`config.mk`:
```
export PLATFORM = sky130hd
export DESIGN_NAME = smtp_data_extractor
export DESIGN_NICKNAME = d
export VERILOG_FILES = /design/src/rtl/core/sde_pkg.sv /design/src/rtl/core/sde_front.sv /design/src/rtl/core/sde_queue.sv /design/src/rtl/core/sde_back.sv /design/src/rtl/core/smtp_data_extractor.sv
export SDC_FILE = /design/constraint.sdc
export NUM_CORES = 1
export LEC_CHECK = 0
export ABC_CLOCK_PERIOD_IN_PS = 4010
export BUFFER_PORTS_ARGS = -buffer_cell sky130_fd_sc_hd__buf_2
export CORE_ASPECT_RATIO = 1.25
export CORE_UTILIZATION = 30
export CTS_BUF_LIST = sky130_fd_sc_hd__clkbuf_8
export DETAILED_ROUTE_END_ITERATION = 10
export PLACE_DENSITY_LB_ADDON = 0.1
export SLEW_MARGIN = 20
export SYNTH_ARGS = -nofsm -noshare
export SYNTH_HDL_FRONTEND = slang
export SYNTH_SLANG_ARGS = --single-unit
```
`constraint.sdc`:
```
create_clock -name clk_i -period 4.01 [get_ports clk_i]
set_input_delay 0.2005 -clock clk_i [delete_from_list [all_inputs] [get_ports clk_i]]
set_output_delay 0.2005 -clock clk_i [all_outputs]
set_load 0.02 [all_outputs]
```
`src/rtl/core/sde_pkg.sv`:
```
// Shared types, character codes and helpers for the SMTP data extractor.
package sde_pkg;

  localparam logic [7:0] CH_LF  = 8'h0A;
  localparam logic [7:0] CH_CR  = 8'h0D;
  localparam logic [7:0] CH_DOT = 8'h2E;
  localparam logic [7:0] CH_D   = 8'h44;
  localparam logic [7:0] CH_A   = 8'h41;
  localparam logic [7:0] CH_T   = 8'h54;
  localparam logic [7:0] CASE_BIT = 8'h20;

  localparam int unsigned QUEUE_DEPTH = 4;
  localparam int unsigned QPTR_W      = $clog2(QUEUE_DEPTH);
  localparam int unsigned QCNT_W      = $clog2(QUEUE_DEPTH + 1);

  // One run of words caused by a single input byte.
  typedef struct packed {
    logic [1:0] flush_cnt;  // held marker bytes to replay
    logic       emit_byte;  // pass the input byte after the replay
    logic       msg_end;    // end marker completed (run of one word)
    logic [7:0] data;
  } sde_run_t;

  function automatic logic letter_is(input logic [7:0] c, input logic [7:0] upper);
    return (c | CASE_BIT) == (upper | CASE_BIT);
  endfunction

  // Held marker bytes are always LF, '.', CR in that order.
  function automatic logic [7:0] held_byte(input logic [1:0] idx);
    logic [7:0] b;
    unique case (idx)
      2'd0:    b = CH_LF;
      2'd1:    b = CH_DOT;
      default: b = CH_CR;
    endcase
    return b;
  endfunction

endpackage

```
`src/rtl/core/sde_front.sv`:
```
// Front end: command/data parser that turns bytes into run descriptors, pushing one only for a byte that causes words.
module sde_front import sde_pkg::*; (
  input  logic       clk_i,
  input  logic       rst_ni,
  input  logic       byte_valid_i,
  output logic       byte_ready_o,
  input  logic [7:0] byte_i,
  input  logic       full_i,
  output logic       push_o,
  output sde_run_t   run_o
);

  typedef enum logic [2:0] {
    MODE_LINE = 3'b001,
    MODE_SKIP = 3'b010,
    MODE_DATA = 3'b100
  } mode_e;

  mode_e      mode_q, mode_d;
  logic [2:0] pos_q, pos_d;
  logic       accept;
  logic       is_lf;
  logic [1:0] dpos;

  assign byte_ready_o = !full_i;
  assign accept       = byte_valid_i && !full_i;
  assign is_lf        = (byte_i == CH_LF);
  assign dpos         = (pos_q > 3'd3) ? 2'd0 : pos_q[1:0];

  always_comb begin
    mode_d          = mode_q;
    pos_d           = pos_q;
    run_o.flush_cnt = 2'd0;
    run_o.emit_byte = 1'b0;
    run_o.msg_end   = 1'b0;
    run_o.data      = byte_i;
    unique case (mode_q)
      MODE_LINE: begin
        priority case (pos_q)
          3'd0: begin
            if (letter_is(byte_i, CH_D)) begin
              pos_d = 3'd1;
            end else if (!is_lf) begin
              mode_d = MODE_SKIP;
            end
          end
          3'd1, 3'd2, 3'd3: begin
            if (letter_is(byte_i, (pos_q == 3'd2) ? CH_T : CH_A)) begin
              pos_d = pos_q + 3'd1;
            end else begin
              pos_d = 3'd0;
              if (!is_lf) mode_d = MODE_SKIP;
            end
          end
          3'd4: begin
            if (is_lf) begin
              mode_d = MODE_DATA;
              pos_d  = 3'd0;
            end else if (byte_i != CH_CR) begin
              mode_d = MODE_SKIP;
              pos_d  = 3'd0;
            end
          end
          default: begin
            pos_d  = 3'd0;
            mode_d = is_lf ? MODE_LINE : MODE_SKIP;
          end
        endcase
      end
      MODE_DATA: begin
        if (is_lf && (dpos == 2'd2 || dpos == 2'd3)) begin
          run_o.msg_end = 1'b1;
          run_o.data    = 8'h00;
          mode_d        = MODE_LINE;
          pos_d         = 3'd0;
        end else if ((dpos == 2'd0 && is_lf) || (dpos == 2'd1 && byte_i == CH_DOT) ||
                     (dpos == 2'd2 && byte_i == CH_CR)) begin
          pos_d = {1'b0, dpos} + 3'd1;
        end else begin
          run_o.flush_cnt = dpos;
          if (is_lf) begin
            pos_d = 3'd1;
          end else begin
            run_o.emit_byte = 1'b1;
            pos_d           = 3'd0;
          end
        end
      end
      default: begin
        if (is_lf) begin
          mode_d = MODE_LINE;
          pos_d  = 3'd0;
        end
      end
    endcase
  end

  assign push_o = accept &&
                  (run_o.msg_end || run_o.emit_byte || (run_o.flush_cnt != 2'd0));

  always_ff @(posedge clk_i or negedge rst_ni) begin
    if (!rst_ni) begin
      mode_q <= MODE_LINE;
      pos_q  <= 3'd0;
    end else if (accept) begin
      mode_q <= mode_d;
      pos_q  <= pos_d;
    end
  end

endmodule

```
`src/rtl/core/sde_queue.sv`:
```
// Small run descriptor queue between the parser and the word expander.
module sde_queue import sde_pkg::*; (
  input  logic     clk_i,
  input  logic     rst_ni,
  input  logic     push_i,
  input  sde_run_t run_i,
  output logic     full_o,
  input  logic     pop_i,
  output logic     head_valid_o,
  output sde_run_t head_o
);

  sde_run_t            mem_q [QUEUE_DEPTH];
  logic [QPTR_W-1:0]   wr_ptr_q, rd_ptr_q;
  logic [QCNT_W-1:0]   cnt_q, cnt_d;

  assign full_o       = (cnt_q == QCNT_W'(QUEUE_DEPTH));
  assign head_valid_o = (cnt_q != '0);
  assign head_o       = mem_q[rd_ptr_q];

  always_comb begin
    cnt_d = cnt_q;
    if (push_i && !pop_i) cnt_d = cnt_q + QCNT_W'(1);
    if (!push_i && pop_i) cnt_d = cnt_q - QCNT_W'(1);
  end

  always_ff @(posedge clk_i) begin
    if (push_i) mem_q[wr_ptr_q] <= run_i;
  end

  always_ff @(posedge clk_i or negedge rst_ni) begin
    if (!rst_ni) begin
      wr_ptr_q <= '0;
      rd_ptr_q <= '0;
      cnt_q    <= '0;
    end else begin
      if (push_i) wr_ptr_q <= wr_ptr_q + QPTR_W'(1);
      if (pop_i)  rd_ptr_q <= rd_ptr_q + QPTR_W'(1);
      cnt_q <= cnt_d;
    end
  end

  a_no_overflow: assert property (@(posedge clk_i) disable iff (!rst_ni)
    full_o |-> !push_i) else $error("push into full queue");

  a_no_underflow: assert property (@(posedge clk_i) disable iff (!rst_ni)
    !head_valid_o |-> !pop_i) else $error("pop from empty queue");

endmodule

```
`src/rtl/core/sde_back.sv`:
```
// Back end: expands run descriptors into output words through an output register.
module sde_back import sde_pkg::*; (
  input  logic       clk_i,
  input  logic       rst_ni,
  input  logic       head_valid_i,
  input  sde_run_t   head_i,
  output logic       pop_o,
  output logic       out_valid_o,
  input  logic       out_ready_i,
  output logic [7:0] out_data_o,
  output logic       out_end_o,
  output logic       out_last_o
);

  logic [1:0] idx_q;
  logic [2:0] run_len;
  logic       word_last;
  logic       load;
  logic       valid_q, valid_d;
  logic [7:0] data_q, data_d;
  logic       end_q, end_d;
  logic       last_q;

  assign run_len   = {1'b0, head_i.flush_cnt} + {2'b00, head_i.emit_byte} +
                     {2'b00, head_i.msg_end};
  assign word_last = ({1'b0, idx_q} + 3'd1) == run_len;
  assign load      = head_valid_i && (!valid_q || out_ready_i);
  assign pop_o     = load && word_last;

  always_comb begin
    if (head_i.msg_end) begin
      data_d = 8'h00;
      end_d  = 1'b1;
    end else if (idx_q < head_i.flush_cnt) begin
      data_d = held_byte(idx_q);
      end_d  = 1'b0;
    end else begin
      data_d = head_i.data;
      end_d  = 1'b0;
    end
    if (load) begin
      valid_d = 1'b1;
    end else if (out_ready_i) begin
      valid_d = 1'b0;
    end else begin
      valid_d = valid_q;
    end
  end

  always_ff @(posedge clk_i) begin
    if (load) begin
      data_q <= data_d;
      end_q  <= end_d;
      last_q <= word_last;
    end
  end

  always_ff @(posedge clk_i or negedge rst_ni) begin
    if (!rst_ni) begin
      valid_q <= 1'b0;
      idx_q   <= 2'd0;
    end else begin
      valid_q <= valid_d;
      if (load) idx_q <= word_last ? 2'd0 : idx_q + 2'd1;
    end
  end

  assign out_valid_o = valid_q;
  assign out_data_o  = data_q;
  assign out_end_o   = end_q;
  assign out_last_o  = last_q;

  a_end_is_last: assert property (@(posedge clk_i) disable iff (!rst_ni)
    (out_valid_o && out_end_o) |-> out_last_o) else $error("end word not last");

  a_end_zero_data: assert property (@(posedge clk_i) disable iff (!rst_ni)
    (out_valid_o && out_end_o) |-> (out_data_o == 8'h00)) else $error("end word data");

endmodule

```
`src/rtl/core/smtp_data_extractor.sv`:
```
// Top level: SMTP client stream parser passing message body words downstream.
// A word reaches the master side through a run queue entry and then the output register.
// Throughput: one input byte per cycle while the run queue is not full;
// one output word per cycle while runs are queued and m_axis_tready is high.
// A broken end marker replays up to three held bytes, so one byte can cause four words.
// A four-entry run queue decouples the parser from the word expander.
// Reset (rst_ni low, async): parser at command line start, queue and output empty.
module smtp_data_extractor import sde_pkg::*; (
  input  logic       clk_i,
  input  logic       rst_ni,
  input  logic       s_axis_tvalid,
  output logic       s_axis_tready,
  input  logic [7:0] s_axis_tdata,   // [7:0] in_byte
  output logic       m_axis_tvalid,
  input  logic       m_axis_tready,
  output logic [7:0] m_axis_tdata,   // [7:0] out_byte
  output logic       m_axis_tuser,   // [0] message_end
  output logic       m_axis_tlast
);

  logic     push, full, pop, head_valid;
  sde_run_t run, head;

  sde_front u_front (
    .clk_i        (clk_i),
    .rst_ni       (rst_ni),
    .byte_valid_i (s_axis_tvalid),
    .byte_ready_o (s_axis_tready),
    .byte_i       (s_axis_tdata),
    .full_i       (full),
    .push_o       (push),
    .run_o        (run)
  );

  sde_queue u_queue (
    .clk_i        (clk_i),
    .rst_ni       (rst_ni),
    .push_i       (push),
    .run_i        (run),
    .full_o       (full),
    .pop_i        (pop),
    .head_valid_o (head_valid),
    .head_o       (head)
  );

  sde_back u_back (
    .clk_i        (clk_i),
    .rst_ni       (rst_ni),
    .head_valid_i (head_valid),
    .head_i       (head),
    .pop_o        (pop),
    .out_valid_o  (m_axis_tvalid),
    .out_ready_i  (m_axis_tready),
    .out_data_o   (m_axis_tdata),
    .out_end_o    (m_axis_tuser),
    .out_last_o   (m_axis_tlast)
  );

endmodule

```
Word-level counts from Yosys, hierarchy flattened:

Memory sizes are Yosys's and may differ from the RTL's.
Cells that the tools add are included.

* output and inout port bits: 12
* memories: 1
* RAM bits: 48
* bits of input ports: 12
* word-level logic and storage cells: 114
* register bits after elaboration: 26

* muxes and demuxes: 37
* $lt $le $gt $ge: 2
* equality and inequality tests: 23
* reduce and logical (&&, ||, !) cells: 31
* $add $sub $neg: 10

Memory list
* u_queue.mem_q: depth 4, width 12, rd ports 1, clocked after memory_dff 0, write ports 1, line sde_queue.sv:13 `sde_run_t mem_q [QUEUE_DEPTH];`

Operators by type and width (number)
* $mux 3: 18
* $pmux 3 s3: 2
* $eq 8x4->1 const B: 2
* $mux 12: 1
* $pmux 3 s2: 2
* $pmux 6 s2: 1
* $logic_and 1x1->1: 10
* $eq 3x3->1 const B: 3
* $mux 9: 1
* $eq 8x6->1 const B: 1
* $mux 8: 1
* $ne 8x4->1 const B: 1
* $eq 7x6->1 const B: 1
* $eq 7x7->1: 1
* $mux 1: 7
* $add 2x1->2 const B: 3
* $add 2x1->3 const B: 2
* $add 3x1->3 const B: 2
* $eq 3x1->1 const B: 2
* $eq 3x2->1 const B: 2
* $logic_or 1x1->1: 6
* $mux 2: 3
* $ne 3x3->1 const B: 2
* $reduce_and 6->1: 1
* 19 further kinds: 28

Longest topological paths before layout:

* depth after elaboration: 15
* depth in mapped cells: 16
* mapped depth without buffers: 14

Modules after synthesis:

Synthesis repeated with hierarchy kept, for this count alone.

* cell total of the unflattened synthesis: 253
* area, all modules: 3733.6 um^2

Modules (own cells, without submodules)
* sde_queue: seq. area each 1616.6 um^2, area each 2159.6 um^2, cells an instance 99, times used 1
* sde_front: seq. area each 151.4 um^2, area each 824.5 um^2, cells an instance 97, times used 1
* sde_back: seq. area each 375.4 um^2, area each 749.5 um^2, cells an instance 57, times used 1

Worst setup path after synthesis:

OpenSTA, ideal clock, no wires.

* path type: register to register
* start point: register u_queue.rd_ptr_q[0]
* end point: register u_queue.cnt_q[2]
* setup slack: 0.409 ns
* path buffers: 2
* period minus slack after synthesis: 3.601 ns
* setup time: 0.079 ns
* cell stages (with the launch flop): 17
* required time: 3.931 ns
* arrival time: 3.522 ns
* cell sequence: dfrtp_1 -> buf_2 -> buf_2 -> mux4_2 -> inv_1 -> fa_1 -> inv_1 -> ha_1 -> xor2_1 -> nor3_1 -> and2_1 -> ha_1 -> inv_1 -> fa_1 -> xor2_1 -> nor2_1 -> xor2_1

* word-level cells in the longest chain between the ends: 8
* elaborated cells between the ends (all ways): 10

Ends and longest elaborated chain
* start: declaration: line sde_queue.sv:14 `logic [QPTR_W-1:0] wr_ptr_q, rd_ptr_q;`
* start signal: assignment: line sde_queue.sv:38 `if (pop_i) rd_ptr_q <= rd_ptr_q + QPTR_W'(1);`
* $mem_v2 4x12 (*)
* $add 2x1->3: line sde_back.sv:24 `assign run_len = {1'b0, head_i.flush_cnt} + {2'b00, head_i.emit_byte} +`
* $add 3x1->3 (*): line sde_back.sv:24
* $eq 3x3->1 (*): line sde_back.sv:26 `assign word_last = ({1'b0, idx_q} + 3'd1) == run_len;`
* named net u_back.word_last: line sde_back.sv:17 `logic word_last;`
* $logic_and 1x1->1 (*): line sde_back.sv:28 `assign pop_o = load && word_last;`
* named net pop: line smtp_data_extractor.sv:21 `logic push, full, pop, head_valid;`
* $logic_not 1->1: line sde_queue.sv:23 `if (push_i && !pop_i) cnt_d = cnt_q + QCNT_W'(1);`
* $logic_and 1x1->1: line sde_queue.sv:23
* $reduce_bool 2->1 (no source line)
* end signal: assignment: line sde_queue.sv:39 `cnt_q <= cnt_d;`
* end: declaration: line sde_queue.sv:15 `logic [QCNT_W-1:0] cnt_q, cnt_d;`

Mark *: on every way through the listed nets, which the timed path passes. The rest lies on a longest branch.
A chain may end at the register's enable or synchronous reset.

==> flow_metrics.py <==
metrics = {
    "global_route": {
        "overflow": 0,
        "antenna_found_initial": 0,
        "gr-usage-met3_pct": 2.83,
        "track_usage_pct": 12.6,
        "grt_max_degree": 17,
        "grt_util_met2_pct": 21.1,
        "grt_pass1_wl_um": 11600,
        "busiest_layer": "met2",
        "grt.met1_usage_pct": 15.6,
        "grt_pass1_vias": 2152,
    },
    "yosys": {
        "ys_top_cells_by_area": "edfxtp_1 47%, dfrtp_1 10%, mux4_2 7.3%",
        "ys_seq_area_share_pct": 58.1,
        "yosysTopAreaCellShare_pct": 47.2,
        "post-synth-top-count-cell": "edfxtp_1",
        "syn_nets": 282,
        "synth_cell_types": 57,
        "synthCells": 252,
        "synth_edf_count": 58,
        "syn_area_per_cell_um2": 14.6,
        "yosysTopAreaCell": "edfxtp_1",
        "synth_ff_type": "edfxtp_1",
        "ys.warnings.count": 0,
        "synth_seq_cells": 74,
        "synthTopCellsByCount": "58 x edfxtp_1, 19 x inv_1, 16 x ha_1, 16 x nand2_1, 15 x dfrtp_1",
        "netlist_area_mm2": 0.00369,
        "synthArstFlopShare_pct": 21.6,
    },
    "job": {
        "maxCapViolations": 0,
    },
    "clock_network": {
        "cts_buffers": 9,
        "postCtsSetupRepairBufs": 0,
        "cts-root-buf": "clkbuf_8",
        "clock_latency_ns": 0.35,
        "cts.reportedPaths.clkPinSlew_ns": 0.07,
        "cts.sink_count": 74,
        "cts_tree": "done",
        "htreeDepth": 3,
        "clk_path_buf_depth": 2,
    },
    "route": {
        "drtIter0Drc": 53,
        "routed_wl_um": 7210,
        "first_pass_iters": 4,
        "wl_per_cell_um": 16.1,
        "drc_errors": 0,
        "ant_nets": 0,
        "vias": 2022,
        "routed_via_density": 4.52,
    },
    "sta": {
        "fin_crit_sh_pct": 90.1,
        "hold_viol": 0,
        "slew_headroom_pct": 50.3,
        "slew_viol_final": 0,
        "setup_viol": 0,
        "rsz0062_at_grt": "no",
        "tightest_slew_ns": 0.736,
        "finClkSkew_ns": 0.00943,
        "fmax_ghz": 0.277,
        "setup_tns_ns": 0,
        "min_period_ns": 3.61,
    },
    "placed_design": {
        "port_buffers": 23,
        "dp_hpwl_um": 5280,
        "place.gp.congestion": 0.768,
    },
    "critical_path": {
        "endpoint": "u_queue.cnt_q[2]$_DFFE_PN0P_",
        "critPathCaptureType": "flip-flop",
        "crit_required_ns": 4.28,
        "r2r_cells": 14,
        "reg2reg_from": "u_queue.rd_ptr_q[0]$_DFFE_PN0P_",
        "start_kind": "flip-flop",
        "cp_max_fo": 8,
        "cp-startpoint": "u_queue.rd_ptr_q[0]$_DFFE_PN0P_",
        "ff2ff_setup_slack_ns": 0.40,
        "critical_path_class": "reg -> reg",
        "rr_endpoint": "u_queue.cnt_q[2]$_DFFE_PN0P_",
        "arrival_ns": 3.88,
    },
    "pwr": {
        "power.density_mw_per_mm2": 579,
        "leakagePower_nw": 1.55,
        "vdd_drop_max_mv": 0.165,
        "total_power_mw": 2.42,
    },
    "final_layout": {
        "fin_nets": 311,
        "layout-drive-gt1-share_pct": 26.2,
        "diodes": 0,
        "area_growth_pct": 13.2,
        "fillCellCount": 1186,
    },
    "floorplan": {
        "fp-row-count": 44,
        "core_area_mm2": 0.0118,
        "die_area_mm2": 0.0127,
        "floorplan.initialDensity_pct": 31.3,
        "die_y_um": 126,
        "die_x_um": 101,
        "pin_count": 24,
    },
    "worst_hold_path": {
        "min_path_type": "in -> reg",
    },
    "status": {
        "status": "finished clean",
    },
}
-- layer usage --
metal	vias to the layer above	wire, um
met3	9	171
met1	988	3200
li1	994	-
met5	-	0
met2	31	3710
met4	0	124
-- logic make-up (layout without fill, tap and decap cells) --
group                    after synthesis  count (layout)  synth area share [%]
multiplexers                          22              22                  10.4
AO/OA/AOI/OAI                         28              28                  6.96
XOR/XNOR                              10              10                  2.38
AND/OR/NAND/NOR                       70              70                  12.1
buffers and inverters                 30              64                  3.50
adder cells (fa/ha/maj)               18              18                  6.52
flip-flops                            74              74                  58.1
-- area by class of cell --
| type | count | area [um2] | share of cell area [%] |
|---|---|---|---|
| Sequential cell | 74 | 2140 | 51.4 |
| Multi-Input combinational cell | 148 | 1420 | 33.9 |
| Tap cell | 161 | 201 | 4.83 |
| Timing Repair Buffer | 29 | 163 | 3.90 |
| Clock buffer | 10 | 138 | 3.30 |
| Inverter | 19 | 71.3 | 1.71 |
| Clock inverter | 6 | 41.3 | 0.990 |
-- worst max-delay path, cell delays in order, from the launching register on --
cell	delay [ns]
dfrtp_1	0.59
mux4_2	0.65
inv_1	0.11
fa_1	0.17
inv_1	0.04
ha_1	0.30
xor2_1	0.16
nor3_1	0.20
and2_1	0.23
ha_1	0.20
inv_1	0.06
fa_1	0.42
xor2_1	0.15
nor2_1	0.11
xor2_1	0.15
-- through the flow --
stage	std cells	cell area (um2)	hold WS (ns)	setup WS, ns	utilization [%]
floorplan	252	3690	-0.0951	0.409	-
global placement	430	3980	0.202	0.423	33.8
detailed placement	430	3980	0.201	0.370	33.8
CTS	447	4170	0.0848	0.312	35.4
global route	447	4170	0.113	0.108	35.4
finish	447	4170	0.101	0.396	35.4
-- state kept, by name, summed over array words and instances (netlist names) --
register,flops
u_back.out_end_o,1
u_back.out_last_o,1
u_queue.cnt_q,3
u_front.pos_q,3
u_back.out_data_o,8
u_queue.mem_q,48
u_front.mode_q,3
u_queue.wr_ptr_q,2
u_back.out_valid_o,1
u_queue.rd_ptr_q,2
u_back.idx_q,2
-- where the power goes --
part | switching [mW] | internal (mW)
Sequential | 0.0961 | 0.957
Clock | 0.288 | 0.241
Combinational | 0.453 | 0.380
Total | 0.836 | 1.58
-- layout by cell type (no fill, tap or decap), types with 6 or more instances in the layout --
| cell type | synthesis | routed |
|---|---|---|
| xor2_1 | 6 | 6 |
| nor2b_1 | 6 | 6 |
| edfxtp_1 | 58 | 58 |
| dfrtp_1 | 15 | 15 |
| mux4_2 | 12 | 12 |
| inv_1 | 19 | 20 |
| clkbuf_8 | 0 | 10 |
| ha_1 | 16 | 16 |
| nand2_1 | 16 | 16 |
| a21oi_1 | 7 | 7 |
| nor2_1 | 13 | 13 |
| buf_2 | 2 | 23 |
-- how the worst min path moves through the flow --
stage	startpoint	endpoint	slack, ns	cells past startpoint
after detailed placement	rst_ni	u_back.idx_q[0]$_DFFE_PN0P_	0.20	1
after global routing	m_axis_tready	u_back.out_valid_o$_DFFE_PN0P_	0.11	4
after CTS	m_axis_tready	u_back.out_valid_o$_DFFE_PN0P_	0.08	4
final	m_axis_tready	u_back.out_valid_o$_DFFE_PN0P_	0.10	4
after global placement	rst_ni	u_front.pos_q[0]$_DFFE_PN0P_	0.20	1
after floorplan	rst_ni	u_back.idx_q[0]$_DFFE_PN0P_	-0.1	0
-- timing repair --
action,4_1_cts,5_1_grt
hold buffers,1,0
endpoints found under the hold margin,15,0
endpoints found under the setup margin,0,0
resized for setup,0,0
No activity file was read; power rests on OpenSTA's default activity.
